**src/dsfs_pkg.sv**
```systemverilog
// Shared types and constants of the dirty span flush sequencer.
package dsfs_pkg;

   // Panel command codes
   localparam logic [7:0] CMD_COLUMN_SET   = 8'h2A;
   localparam logic [7:0] CMD_ROW_SET      = 8'h2B;
   localparam logic [7:0] CMD_MEMORY_WRITE = 8'h2C;

   localparam logic [3:0] CHUNK_ROWS_MAX = 4'd8;

   // Register reset values
   localparam logic [7:0] COLUMN_OFFSET_RST = 8'd0;
   localparam logic [7:0] ROW_OFFSET_RST    = 8'd24;
   localparam logic [3:0] CHUNK_ROWS_RST    = 4'd8;

   // Register indexes
   localparam int         CSR_ADDR_W = 2;
   localparam logic [CSR_ADDR_W-1:0] CSR_COLUMN_OFFSET = 2'd0;
   localparam logic [CSR_ADDR_W-1:0] CSR_ROW_OFFSET    = 2'd1;
   localparam logic [CSR_ADDR_W-1:0] CSR_CHUNK_ROWS    = 2'd2;
   localparam int         CSR_DATA_W = 8;

   // Request operation codes
   localparam logic OP_MARK = 1'b0;
   localparam logic OP_TICK = 1'b1;

   // Stream widths
   localparam int REQ_TDATA_W = 40;
   localparam int REQ_TUSER_W = 1;
   localparam int RSP_TDATA_W = 72;
   localparam int RSP_TUSER_W = 3;

   typedef enum logic [1:0] {
      KIND_COMMAND = 2'd0,
      KIND_WINDOW  = 2'd1,
      KIND_CHUNK   = 2'd2,
      KIND_DONE    = 2'd3
   } kind_type;

   typedef enum logic [2:0] {
      STEP_IDLE      = 3'd0,
      STEP_COL_CMD   = 3'd1,
      STEP_COL_WIN   = 3'd2,
      STEP_ROW_CMD   = 3'd3,
      STEP_ROW_WIN   = 3'd4,
      STEP_MEMWR_CMD = 3'd5,
      STEP_PIXELS    = 3'd6
   } step_type;

   typedef enum logic [3:0] {
      ST_IDLE,
      ST_DISPATCH,
      ST_MARK,
      ST_DRAIN,
      ST_FIND,
      ST_SEED,
      ST_MERGE,
      ST_START,
      ST_EMIT
   } ctrl_state_type;

   typedef struct packed {
      logic load_req;
      logic mark_step;
      logic scan_reset;
      logic scan_skip;
      logic scan_hit;
      logic seed;
      logic merge_ok;
      logic start_flush;
      logic emit;
   } dp_cmd_type;

   typedef struct packed {
      logic is_tick;
      logic rect_ok;
      logic link_idle;
      logic flush_active;
      logic mark_last;
      logic scan_end;
      logic row_dirty;
      logic merge_match;
      logic out_free;
   } dp_status_type;

endpackage

```
**src/dsfs_ctrl.sv**
```systemverilog
// Controller state machine of the dirty span flush sequencer.
module dsfs_ctrl (
   input  logic                   clock,
   input  logic                   reset,
   input  logic                   req_tvalid,
   output logic                   req_tready,
   output dsfs_pkg::dp_cmd_type   cmd,
   input  dsfs_pkg::dp_status_type sts
);
   import dsfs_pkg::*;

   ctrl_state_type state_ff, state_in;

   always_ff @(posedge clock) begin
      if (reset) begin
         state_ff <= ST_IDLE;
      end else begin
         state_ff <= state_in;
      end
   end

   // Next state
   always_comb begin
      state_in = state_ff;
      unique case (state_ff)
         ST_IDLE: begin
            if (req_tvalid) state_in = ST_DISPATCH;
         end
         ST_DISPATCH: begin
            priority if (!sts.is_tick) begin
               state_in = sts.rect_ok ? ST_MARK : ST_IDLE;
            end else if (!sts.link_idle) begin
               state_in = ST_IDLE;
            end else if (sts.flush_active) begin
               state_in = ST_EMIT;
            end else begin
               state_in = ST_FIND;
            end
         end
         ST_MARK: begin
            if (sts.mark_last) state_in = ST_DRAIN;
         end
         ST_DRAIN: state_in = ST_IDLE;
         ST_FIND: begin
            priority if (sts.scan_end) state_in = ST_IDLE;
            else if (sts.row_dirty) state_in = ST_SEED;
         end
         ST_SEED: state_in = sts.scan_end ? ST_START : ST_MERGE;
         ST_MERGE: begin
            if (!sts.merge_match || sts.scan_end) state_in = ST_START;
         end
         ST_START: state_in = ST_EMIT;
         ST_EMIT: begin
            if (sts.out_free) state_in = ST_IDLE;
         end
         default: state_in = ST_IDLE;
      endcase
   end

   // Outputs
   always_comb begin
      cmd        = '0;
      req_tready = 1'b0;
      unique case (state_ff)
         ST_IDLE: begin
            req_tready   = 1'b1;
            cmd.load_req = req_tvalid;
         end
         ST_DISPATCH: begin
            cmd.scan_reset = sts.is_tick && sts.link_idle && !sts.flush_active;
         end
         ST_MARK:  cmd.mark_step = 1'b1;
         ST_DRAIN: ;
         ST_FIND: begin
            cmd.scan_hit  = !sts.scan_end && sts.row_dirty;
            cmd.scan_skip = !sts.scan_end && !sts.row_dirty;
         end
         ST_SEED:  cmd.seed = 1'b1;
         ST_MERGE: cmd.merge_ok = sts.merge_match;
         ST_START: cmd.start_flush = 1'b1;
         ST_EMIT:  cmd.emit = sts.out_free;
         default: ;
      endcase
   end

endmodule

```
**src/dsfs_datapath.sv**
```systemverilog
// Datapath: span memory, dirty bits, flush region, registers and result register.
module dsfs_datapath #(
   parameter int SCREEN_WIDTH  = 160,
   parameter int SCREEN_HEIGHT = 128
) (
   input  logic                                   clock,
   input  logic                                   reset,
   input  dsfs_pkg::dp_cmd_type                   cmd,
   output dsfs_pkg::dp_status_type                sts,
   input  logic [dsfs_pkg::REQ_TDATA_W-1:0]        req_tdata,
   input  logic [dsfs_pkg::REQ_TUSER_W-1:0]        req_tuser,
   output logic                                   rsp_tvalid,
   input  logic                                   rsp_tready,
   output logic [dsfs_pkg::RSP_TDATA_W-1:0]        rsp_tdata,
   output logic [dsfs_pkg::RSP_TUSER_W-1:0]        rsp_tuser,
   input  logic                                   csr_we,
   input  logic [dsfs_pkg::CSR_ADDR_W-1:0]         csr_addr,
   input  logic [dsfs_pkg::CSR_DATA_W-1:0]         csr_wdata
);
   import dsfs_pkg::*;

   localparam int ROW_W = $clog2(SCREEN_HEIGHT);
   localparam logic [7:0] WIDTH_C   = 8'(SCREEN_WIDTH);
   localparam logic [7:0] HEIGHT_C  = 8'(SCREEN_HEIGHT);
   localparam logic [8:0] LAST_COL  = 9'(SCREEN_WIDTH - 1);
   localparam logic [8:0] LAST_ROW  = 9'(SCREEN_HEIGHT - 1);

   // Configuration registers
   logic [7:0] column_offset_ff, column_offset_in;
   logic [7:0] row_offset_ff, row_offset_in;
   logic [3:0] chunk_rows_ff, chunk_rows_in;

   // Latched request
   logic       op_ff, op_in;
   logic [7:0] rect_x_ff, rect_x_in;
   logic [7:0] rect_y_ff, rect_y_in;
   logic [7:0] rect_w_ff, rect_w_in;
   logic [7:0] rect_h_ff, rect_h_in;
   logic       link_idle_ff, link_idle_in;

   // Walk counter, memory port, dirty bits
   logic [7:0]               row_ff, row_in;
   logic [ROW_W-1:0]         rd_addr_ff, rd_addr_in;
   logic                     pend_ff, pend_in;
   logic [SCREEN_HEIGHT-1:0] dirty_ff, dirty_in;
   logic [15:0]              span_mem [SCREEN_HEIGHT];
   logic [15:0]              rd_data_ff;
   logic                     rd_en;
   logic [15:0]              wr_data;

   // Flush state
   logic       active_ff, active_in;
   step_type   step_ff, step_in;
   logic [7:0] region_col_ff, region_col_in;
   logic [7:0] region_end_ff, region_end_in;
   logic [7:0] region_row_ff, region_row_in;
   logic [7:0] region_height_ff, region_height_in;
   logic [7:0] next_row_ff, next_row_in;

   // Result register
   logic       rsp_valid_ff, rsp_valid_in;
   kind_type   kind_ff, kind_in;
   logic       data_mode_ff, data_mode_in;
   logic [7:0] command_byte_ff, command_byte_in;
   logic [15:0] first_coord_ff, first_coord_in;
   logic [15:0] last_coord_ff, last_coord_in;
   logic [7:0] chunk_col_ff, chunk_col_in;
   logic [7:0] chunk_row_ff, chunk_row_in;
   logic [7:0] chunk_width_ff, chunk_width_in;
   logic [3:0] chunk_height_ff, chunk_height_in;

   // Derived values
   logic [8:0] x1_raw, y1_raw;
   logic [7:0] x1, y1;
   logic [7:0] rd_start, rd_end;
   logic [8:0] region_stop;
   logic [8:0] rows_left;
   logic [3:0] limit;
   logic [3:0] rows;
   logic [7:0] region_width;

   assign rd_start = rd_data_ff[15:8];
   assign rd_end   = rd_data_ff[7:0];

   always_comb begin
      x1_raw = {1'b0, rect_x_ff} + {1'b0, rect_w_ff} - 9'd1;
      y1_raw = {1'b0, rect_y_ff} + {1'b0, rect_h_ff} - 9'd1;
      x1 = (x1_raw > LAST_COL) ? LAST_COL[7:0] : x1_raw[7:0];
      y1 = (y1_raw > LAST_ROW) ? LAST_ROW[7:0] : y1_raw[7:0];
   end

   // Widen the span of the row read last cycle
   always_comb begin
      if (!dirty_ff[rd_addr_ff]) begin
         wr_data = {rect_x_ff, x1};
      end else begin
         wr_data[15:8] = (rect_x_ff < rd_start) ? rect_x_ff : rd_start;
         wr_data[7:0]  = (x1 > rd_end) ? x1 : rd_end;
      end
   end

   assign rd_en = cmd.mark_step || cmd.scan_hit
               || ((cmd.seed || cmd.merge_ok) && !sts.scan_end);

   always_comb begin
      sts.is_tick      = (op_ff == OP_TICK);
      sts.rect_ok      = (rect_w_ff != 8'd0) && (rect_h_ff != 8'd0)
                      && (rect_x_ff < WIDTH_C) && (rect_y_ff < HEIGHT_C);
      sts.link_idle    = link_idle_ff;
      sts.flush_active = active_ff;
      sts.mark_last    = (row_ff == y1);
      sts.scan_end     = (row_ff == HEIGHT_C);
      sts.row_dirty    = !sts.scan_end && dirty_ff[row_ff[ROW_W-1:0]];
      sts.merge_match  = dirty_ff[rd_addr_ff] && (rd_start == region_col_ff)
                      && (rd_end == region_end_ff);
      sts.out_free     = !rsp_valid_ff || rsp_tready;
   end

   always_comb begin
      region_stop  = {1'b0, region_row_ff} + {1'b0, region_height_ff};
      rows_left    = region_stop - {1'b0, next_row_ff};
      region_width = region_end_ff - region_col_ff + 8'd1;
      if (chunk_rows_ff == 4'd0) limit = 4'd1;
      else if (chunk_rows_ff > CHUNK_ROWS_MAX) limit = CHUNK_ROWS_MAX;
      else limit = chunk_rows_ff;
      rows = (rows_left > {5'd0, limit}) ? limit : rows_left[3:0];
   end

   // Next values
   always_comb begin
      column_offset_in = column_offset_ff;
      row_offset_in    = row_offset_ff;
      chunk_rows_in    = chunk_rows_ff;
      if (csr_we) begin
         unique case (csr_addr)
            CSR_COLUMN_OFFSET: column_offset_in = csr_wdata;
            CSR_ROW_OFFSET:    row_offset_in    = csr_wdata;
            CSR_CHUNK_ROWS:    chunk_rows_in    = csr_wdata[3:0];
            default: ;
         endcase
      end

      op_in        = op_ff;
      rect_x_in    = rect_x_ff;
      rect_y_in    = rect_y_ff;
      rect_w_in    = rect_w_ff;
      rect_h_in    = rect_h_ff;
      link_idle_in = link_idle_ff;
      row_in       = row_ff;
      if (cmd.load_req) begin
         op_in        = req_tuser[0];
         rect_x_in    = req_tdata[7:0];
         rect_y_in    = req_tdata[15:8];
         rect_w_in    = req_tdata[23:16];
         rect_h_in    = req_tdata[31:24];
         link_idle_in = req_tdata[32];
         row_in       = req_tdata[15:8];
      end
      if (cmd.scan_reset) row_in = 8'd0;
      if (cmd.scan_skip || rd_en) row_in = row_ff + 8'd1;

      rd_addr_in = rd_en ? row_ff[ROW_W-1:0] : rd_addr_ff;
      pend_in    = cmd.mark_step;

      dirty_in = dirty_ff;
      if (pend_ff) dirty_in[rd_addr_ff] = 1'b1;
      if (cmd.scan_hit) dirty_in[row_ff[ROW_W-1:0]] = 1'b0;
      if (cmd.merge_ok) dirty_in[rd_addr_ff] = 1'b0;

      region_col_in    = region_col_ff;
      region_end_in    = region_end_ff;
      region_row_in    = region_row_ff;
      region_height_in = region_height_ff;
      if (cmd.scan_hit) region_row_in = row_ff;
      if (cmd.seed) begin
         region_col_in    = rd_start;
         region_end_in    = rd_end;
         region_height_in = 8'd1;
      end
      if (cmd.merge_ok) region_height_in = region_height_ff + 8'd1;

      active_in   = active_ff;
      step_in     = step_ff;
      next_row_in = next_row_ff;
      if (cmd.start_flush) begin
         active_in   = 1'b1;
         step_in     = STEP_COL_CMD;
         next_row_in = region_row_ff;
      end

      rsp_valid_in    = rsp_valid_ff;
      kind_in         = kind_ff;
      data_mode_in    = data_mode_ff;
      command_byte_in = command_byte_ff;
      first_coord_in  = first_coord_ff;
      last_coord_in   = last_coord_ff;
      chunk_col_in    = chunk_col_ff;
      chunk_row_in    = chunk_row_ff;
      chunk_width_in  = chunk_width_ff;
      chunk_height_in = chunk_height_ff;
      if (rsp_tready) rsp_valid_in = 1'b0;

      if (cmd.emit) begin
         rsp_valid_in    = 1'b1;
         kind_in         = KIND_DONE;
         data_mode_in    = 1'b0;
         command_byte_in = 8'd0;
         first_coord_in  = 16'd0;
         last_coord_in   = 16'd0;
         chunk_col_in    = 8'd0;
         chunk_row_in    = 8'd0;
         chunk_width_in  = 8'd0;
         chunk_height_in = 4'd0;
         unique case (step_ff)
            STEP_COL_CMD: begin
               kind_in = KIND_COMMAND;
               command_byte_in = CMD_COLUMN_SET;
               step_in = STEP_COL_WIN;
            end
            STEP_COL_WIN: begin
               kind_in = KIND_WINDOW;
               data_mode_in = 1'b1;
               first_coord_in = 16'(region_col_ff) + 16'(column_offset_ff);
               last_coord_in  = 16'(region_end_ff) + 16'(column_offset_ff);
               step_in = STEP_ROW_CMD;
            end
            STEP_ROW_CMD: begin
               kind_in = KIND_COMMAND;
               command_byte_in = CMD_ROW_SET;
               step_in = STEP_ROW_WIN;
            end
            STEP_ROW_WIN: begin
               kind_in = KIND_WINDOW;
               data_mode_in = 1'b1;
               first_coord_in = 16'(region_row_ff) + 16'(row_offset_ff);
               last_coord_in  = 16'(region_stop) - 16'd1 + 16'(row_offset_ff);
               step_in = STEP_MEMWR_CMD;
            end
            STEP_MEMWR_CMD: begin
               kind_in = KIND_COMMAND;
               command_byte_in = CMD_MEMORY_WRITE;
               step_in = STEP_PIXELS;
            end
            STEP_PIXELS: begin
               if ({1'b0, next_row_ff} < region_stop) begin
                  kind_in = KIND_CHUNK;
                  data_mode_in = 1'b1;
                  chunk_col_in = region_col_ff;
                  chunk_row_in = next_row_ff;
                  chunk_width_in = region_width;
                  chunk_height_in = rows;
                  next_row_in = next_row_ff + 8'(rows);
               end else begin
                  active_in = 1'b0;
                  step_in = STEP_IDLE;
               end
            end
            default: begin
               // idle or unknown step code: close the flush
               active_in = 1'b0;
               step_in = STEP_IDLE;
            end
         endcase
      end
   end

   // Span memory: one write, one registered read
   always_ff @(posedge clock) begin
      if (pend_ff) span_mem[rd_addr_ff] <= wr_data;
      if (rd_en) rd_data_ff <= span_mem[row_ff[ROW_W-1:0]];
   end

   always_ff @(posedge clock) begin
      if (reset) begin
         column_offset_ff <= COLUMN_OFFSET_RST;
         row_offset_ff    <= ROW_OFFSET_RST;
         chunk_rows_ff    <= CHUNK_ROWS_RST;
         pend_ff          <= 1'b0;
         dirty_ff         <= '0;
         active_ff        <= 1'b0;
         step_ff          <= STEP_IDLE;
         rsp_valid_ff     <= 1'b0;
      end else begin
         column_offset_ff <= column_offset_in;
         row_offset_ff    <= row_offset_in;
         chunk_rows_ff    <= chunk_rows_in;
         pend_ff          <= pend_in;
         dirty_ff         <= dirty_in;
         active_ff        <= active_in;
         step_ff          <= step_in;
         rsp_valid_ff     <= rsp_valid_in;
      end
   end

   always_ff @(posedge clock) begin
      op_ff            <= op_in;
      rect_x_ff        <= rect_x_in;
      rect_y_ff        <= rect_y_in;
      rect_w_ff        <= rect_w_in;
      rect_h_ff        <= rect_h_in;
      link_idle_ff     <= link_idle_in;
      row_ff           <= row_in;
      rd_addr_ff       <= rd_addr_in;
      region_col_ff    <= region_col_in;
      region_end_ff    <= region_end_in;
      region_row_ff    <= region_row_in;
      region_height_ff <= region_height_in;
      next_row_ff      <= next_row_in;
      kind_ff          <= kind_in;
      data_mode_ff     <= data_mode_in;
      command_byte_ff  <= command_byte_in;
      first_coord_ff   <= first_coord_in;
      last_coord_ff    <= last_coord_in;
      chunk_col_ff     <= chunk_col_in;
      chunk_row_ff     <= chunk_row_in;
      chunk_width_ff   <= chunk_width_in;
      chunk_height_ff  <= chunk_height_in;
   end

   assign rsp_tvalid = rsp_valid_ff;
   assign rsp_tuser  = {data_mode_ff, kind_ff};
   assign rsp_tdata  = {4'd0, chunk_height_ff, chunk_width_ff, chunk_row_ff, chunk_col_ff,
                        last_coord_ff, first_coord_ff, command_byte_ff};

endmodule

```
**src/dirty_span_flush_sequencer.sv**
```systemverilog
// Top level of the dirty span flush sequencer.
//
// Requests arrive on req_* (tuser = operation: mark a rectangle or tick). A mark
// widens the dirty column span of every screen row it covers; a tick with the
// link idle advances the flush and yields at most one result on rsp_*.
// Results: column command, column window, row command, row window, memory-write
// command, pixel chunk descriptors, then a done result, one per tick.
// Requests are taken one at a time. A mark walks the rows it covers, one row
// read per cycle from the span memory (one write port, one read port).
// A tick that opens a flush scans for the first dirty row one row per cycle
// and merges following rows one per cycle, each row visited once.
// Reset clears all spans (dirty bits in flip-flops), ends any flush and loads
// the register defaults; no memory sweep is needed.
// A result waits in the output register while rsp_tready is low; new requests
// are still taken, and only a tick that must emit waits for the register.
module dirty_span_flush_sequencer #(
   parameter int SCREEN_WIDTH  = 160,
   parameter int SCREEN_HEIGHT = 128
) (
   input  logic                              clock,
   input  logic                              reset,
   input  logic                              req_tvalid,
   output logic                              req_tready,
   // rect_x, rect_y, rect_w, rect_h, link_idle, zero pad
   input  logic [dsfs_pkg::REQ_TDATA_W-1:0]   req_tdata,
   // operation
   input  logic [dsfs_pkg::REQ_TUSER_W-1:0]   req_tuser,
   output logic                              rsp_tvalid,
   input  logic                              rsp_tready,
   // command_byte, first_coord, last_coord, chunk_col, chunk_row,
   // chunk_width, chunk_height, zero pad
   output logic [dsfs_pkg::RSP_TDATA_W-1:0]   rsp_tdata,
   // kind, data_mode
   output logic [dsfs_pkg::RSP_TUSER_W-1:0]   rsp_tuser,
   input  logic                              csr_we,
   input  logic [dsfs_pkg::CSR_ADDR_W-1:0]    csr_addr,
   input  logic [dsfs_pkg::CSR_DATA_W-1:0]    csr_wdata
);
   import dsfs_pkg::*;

   dp_cmd_type    cmd;
   dp_status_type sts;

   dsfs_ctrl u_ctrl (
      .clock      (clock),
      .reset      (reset),
      .req_tvalid (req_tvalid),
      .req_tready (req_tready),
      .cmd        (cmd),
      .sts        (sts)
   );

   dsfs_datapath #(
      .SCREEN_WIDTH  (SCREEN_WIDTH),
      .SCREEN_HEIGHT (SCREEN_HEIGHT)
   ) u_datapath (
      .clock      (clock),
      .reset      (reset),
      .cmd        (cmd),
      .sts        (sts),
      .req_tdata  (req_tdata),
      .req_tuser  (req_tuser),
      .rsp_tvalid (rsp_tvalid),
      .rsp_tready (rsp_tready),
      .rsp_tdata  (rsp_tdata),
      .rsp_tuser  (rsp_tuser),
      .csr_we     (csr_we),
      .csr_addr   (csr_addr),
      .csr_wdata  (csr_wdata)
   );

   // A result is loaded only into a free output slot
   a_emit_free: assert property (@(posedge clock) disable iff (reset)
      cmd.emit |-> sts.out_free)
      else $error("result loaded over a pending result");

   // A loaded result is offered on the next cycle
   a_emit_shows: assert property (@(posedge clock) disable iff (reset)
      cmd.emit |=> rsp_tvalid)
      else $error("emitted result not presented");

   // A flush is never opened while another is running
   a_start_once: assert property (@(posedge clock) disable iff (reset)
      cmd.start_flush |-> !sts.flush_active)
      else $error("flush started while one is active");

endmodule

```
**config.mk**
```make
export PLATFORM = sky130hd
export DESIGN_NAME = dirty_span_flush_sequencer
export DESIGN_NICKNAME = d
export VERILOG_FILES = /design/src/dsfs_pkg.sv /design/src/dsfs_ctrl.sv /design/src/dsfs_datapath.sv /design/src/dirty_span_flush_sequencer.sv
export SDC_FILE = /design/constraint.sdc
export NUM_CORES = 2
export LEC_CHECK = 0
export BUFFER_PORTS_ARGS = -buffer_cell sky130_fd_sc_hd__buf_2
export CELL_PAD_IN_SITES_DETAIL_PLACEMENT = 0
export CELL_PAD_IN_SITES_GLOBAL_PLACEMENT = 2
export CORE_ASPECT_RATIO = 1.5
export CORE_MARGIN = 2
export CORE_UTILIZATION = 25
export DETAILED_ROUTE_END_ITERATION = 8
export PLACE_DENSITY = 0.55
export SETUP_SLACK_MARGIN = 0.15
export SKIP_CTS_REPAIR_TIMING = 1
export SLEW_MARGIN = 20
export SYNTH_ARGS = -nofsm -noshare
export SYNTH_HDL_FRONTEND = slang
export SYNTH_HIERARCHICAL = 1
export SYNTH_SLANG_ARGS = --single-unit
```
**constraint.sdc**
```tcl
create_clock -name clock -period 7.6 [get_ports clock]
set_clock_uncertainty 0.2 [all_clocks]
set_input_delay 1.52 -clock clock [delete_from_list [all_inputs] [get_ports clock]]
set_output_delay 1.52 -clock clock [all_outputs]
set_load 0.02 [all_outputs]
```
==> reports/results.ini <==
[clock_network]
cts_made_buffers=222
tritoncts=done
clk_path_buf_depth=4
clk_pin_slew_worst_paths_ns=0.07
htreeDepth=4
clk_latency_ns=0.91
cts_sinks=2366
root_buffer=clkbuf_16

[layout]
syn_to_final_growth_pct=16.9
layout-drive-gt1-share=0.171
final_area_um2=109000
final_nets=6275
final_util=0.293

[timing]
rsz0062_at_grt=false
finalCritPeriodShare=0.834
slew_headroom=0.0710
slew_viol_final=0
setup_viol=0
fmax_ghz=0.158
timing_hold_violations_final=0
holdWs_ns=0.307
worstMarginPinSlew_ns=1.39
setup_tns_ns=0
post-route-min-period_ns=6.34

[route]
postRouteAntennaNets=0
via_per_inst=5.07
dr.first_iter.drc_count=5453
drc_errors=0
wirelength_um=360000
dr_total_vias=57300
first_pass_iters=6
detail_route.wl_per_cell_um=31.8

[logic_synthesis]
ys_seq_elements=2366
ys_seq_area_frac=0.742
synth_cell_type_count=91
synth_area_per_cell_um2=16.0
synth_warnings=6
ys.flop_type=edfxtp_1
syn_area_um2=93500
async_flop_share=0
synth-edff-count=2200
syn_inst=5837

[setup_path]
worstPathMaxFanout=70
start_kind=flop
crit_type=flop to flop
critPathMaxStageDelay_ns=0.85
path_cells=buf_4, nor3b_2, buf_12, a22oi_1, a31oi_1, a21oi_1, o31ai_1, nor3_1, a21oi_1, and4bb_2, nor2_1, o21ai_4, nor2_1, buf_4, nand2_1
worstPathRequired_ns=7.96
crit_family=compound AO/OA/AOI/OAI gates
crit_buf_inv=3
cp_slowest_cell=a31oi_1
endpoint_kind=flop
critical_path_arrival_ns=6.70

[floorplanning]
rows=275
die_x_um=503
io_pins=133
design.die.area_um2=379000
start_util=0.251
fp.dieH_um=753
core_area_um2=373000

[hold_path]
hold_class=flop to flop

[placed_design]
numPortBuffers=111
globalplace.congestion=0.921
placed_cell_area_um2=102000
dp_hpwl_um=228000

[power]
powerDensity_nw_per_um2=285
leakage_nw=33.8
finalPower_w=0.0312
irDropWorstVdd_v=0.000191

[grt]
grt_max_degree=129
overflow=0
grt_usage=0.183
antenna_found_initial=14
grt_pass1_vias=56500
grt_pass1_wl_um=486000

[run]
max_cap_viol_count=0

[run_status]
status=finished clean

power breakdown:
part           internal [W]  total, W  switching (W)
Combinational       0.00110   0.00471        0.00360
Clock               0.00615    0.0112        0.00504
Sequential           0.0152    0.0153      0.0000706
Total                0.0225    0.0312        0.00871
state kept, by name, indices dropped and copies added, names as in the netlist, 9 cells and up:
name,cells
u_datapath/first_coord_ff,9
u_datapath/dirty_ff,128
u_datapath/last_coord_ff,11
u_datapath/rd_data_ff,16
u_datapath/span_mem,2048
per-layer routing:
metal  vias to the layer above  GRT usage  routed length, um
li1                      24500          -                  -
met1                     30200      0.212             135000
met2                      2005      0.329             186000
met3                       550     0.0205              17000
met4                         2     0.0987              21400
met5                         -          0                 18
worst reg2reg max path, cell delays in order, from the launching register on:
cell and delay, ns:
edfxtp_1 0.75, buf_4 0.41, nor3b_2 0.30, buf_12 0.46
a22oi_1 0.27, a31oi_1 0.85, a21oi_1 0.08, o31ai_1 0.57
nor3_1 0.28, a21oi_1 0.32, and4bb_2 0.68, nor2_1 0.16
o21ai_4 0.12, nor2_1 0.06, buf_4 0.21, nand2_1 0.31
cell usage after synthesis (18+ instances only):
library cell / instances / share of area
edfxtp_1: 2200 / 0.71
nand2b_1: 29 / 0.0019
o22ai_1: 19 / 0.0013
nor2b_1: 33 / 0.0022
nor3_1: 28 / 0.0015
inv_1: 142 / 0.0057
o221a_2: 113 / 0.014
a41oi_1: 68 / 0.0064
ha_1: 118 / 0.016
a31oi_1: 141 / 0.0094
nand2_1: 113 / 0.0045
a22o_1: 159 / 0.015
xor2_1: 37 / 0.0035
dfxtp_1: 166 / 0.036
a221oi_1: 177 / 0.017
nand3_1: 52 / 0.0028
a21o_1: 29 / 0.0023
buf_1: 44 / 0.0018
buf_2: 181 / 0.0097
xnor2_1: 49 / 0.0046
mux2i_1: 78 / 0.0084
a22oi_1: 728 / 0.058
o21ai_0: 72 / 0.0039
a21oi_1: 198 / 0.011
buf_4: 31 / 0.0025
nor2_1: 290 / 0.012
o211ai_1: 18 / 0.0014
nand4_1: 66 / 0.0044
clkbuf_1: 133 / 0.0053
nor4_1: 45 / 0.0030
o21a_1: 18 / 0.0014
kinds of logic after synthesis:
| group | count (synthesis) | synth area share |
|---|---|---|
| flops | 2366 | 0.742 |
| fa+ha+maj | 128 | 0.0179 |
| xor+xnor | 86 | 0.00806 |
| other cells | 1 | 0.0000401 |
| buf+inv | 539 | 0.0258 |
| compound gates | 1839 | 0.149 |
| mux | 121 | 0.0163 |
| simple gates | 757 | 0.0401 |
per-stage QoR:
| stage | instances | worst slack (ns) |
|---|---|---|
| floorplan | 5850 | 0.662 |
| global placement | 10900 | 1.33 |
| detailed placement | 10900 | 1.32 |
| CTS | 11200 | 1.30 |
| global route | 11300 | 1.12 |
| finish | 11300 | 1.26 |
cell type report:
cell class | instances | area, um^2
Antenna cell | 51 | 128
Clock buffer | 279 | 5820
Clock inverter | 117 | 1220
Fill cell | 37300 | 264000
Inverter | 144 | 541
Multi-Input combinational cell | 2945 | 22700
Sequential cell | 2366 | 69400
Tap cell | 4986 | 6240
Timing Repair Buffer | 412 | 3250
placed cells by master (no fill, tap or decap), types with 49 or more instances in the layout:
master / synthesis / layout
nor2_1: 290 / 154
a31oi_1: 141 / 133
a22o_1: 159 / 159
nand4_1: 66 / 66
edfxtp_1: 2200 / 2200
a22oi_1: 728 / 728
inv_1: 142 / 142
nand2_1: 113 / 113
nor2_2: 1 / 89
ha_1: 118 / 118
o21ai_0: 72 / 71
a21oi_1: 198 / 198
xnor2_1: 49 / 49
clkbuf_16: 0 / 223
a221oi_1: 177 / 177
buf_2: 181 / 110
a41oi_1: 68 / 65
buf_4: 31 / 267
dfxtp_1: 166 / 166
clkbuf_1: 133 / 53
o221a_2: 113 / 113
diode_2: 0 / 51
mux2i_1: 78 / 70
final timing paths:
kind | start | endpoint | slack, ns | depth (start not counted)
min | u_datapath/chunk_rows_ff[0] | u_datapath/chunk_rows_ff[0] | 0.31 | 2
max | u_datapath/row_ff[0] | u_datapath/row_ff[3] | 1.26 | 15
max reg2reg | u_datapath/row_ff[0] | u_datapath/row_ff[3] | 1.26 | 15
min reg2reg | u_datapath/chunk_rows_ff[0] | u_datapath/chunk_rows_ff[0] | 0.31 | 2
No activity file was read; power rests on OpenSTA's default activity.
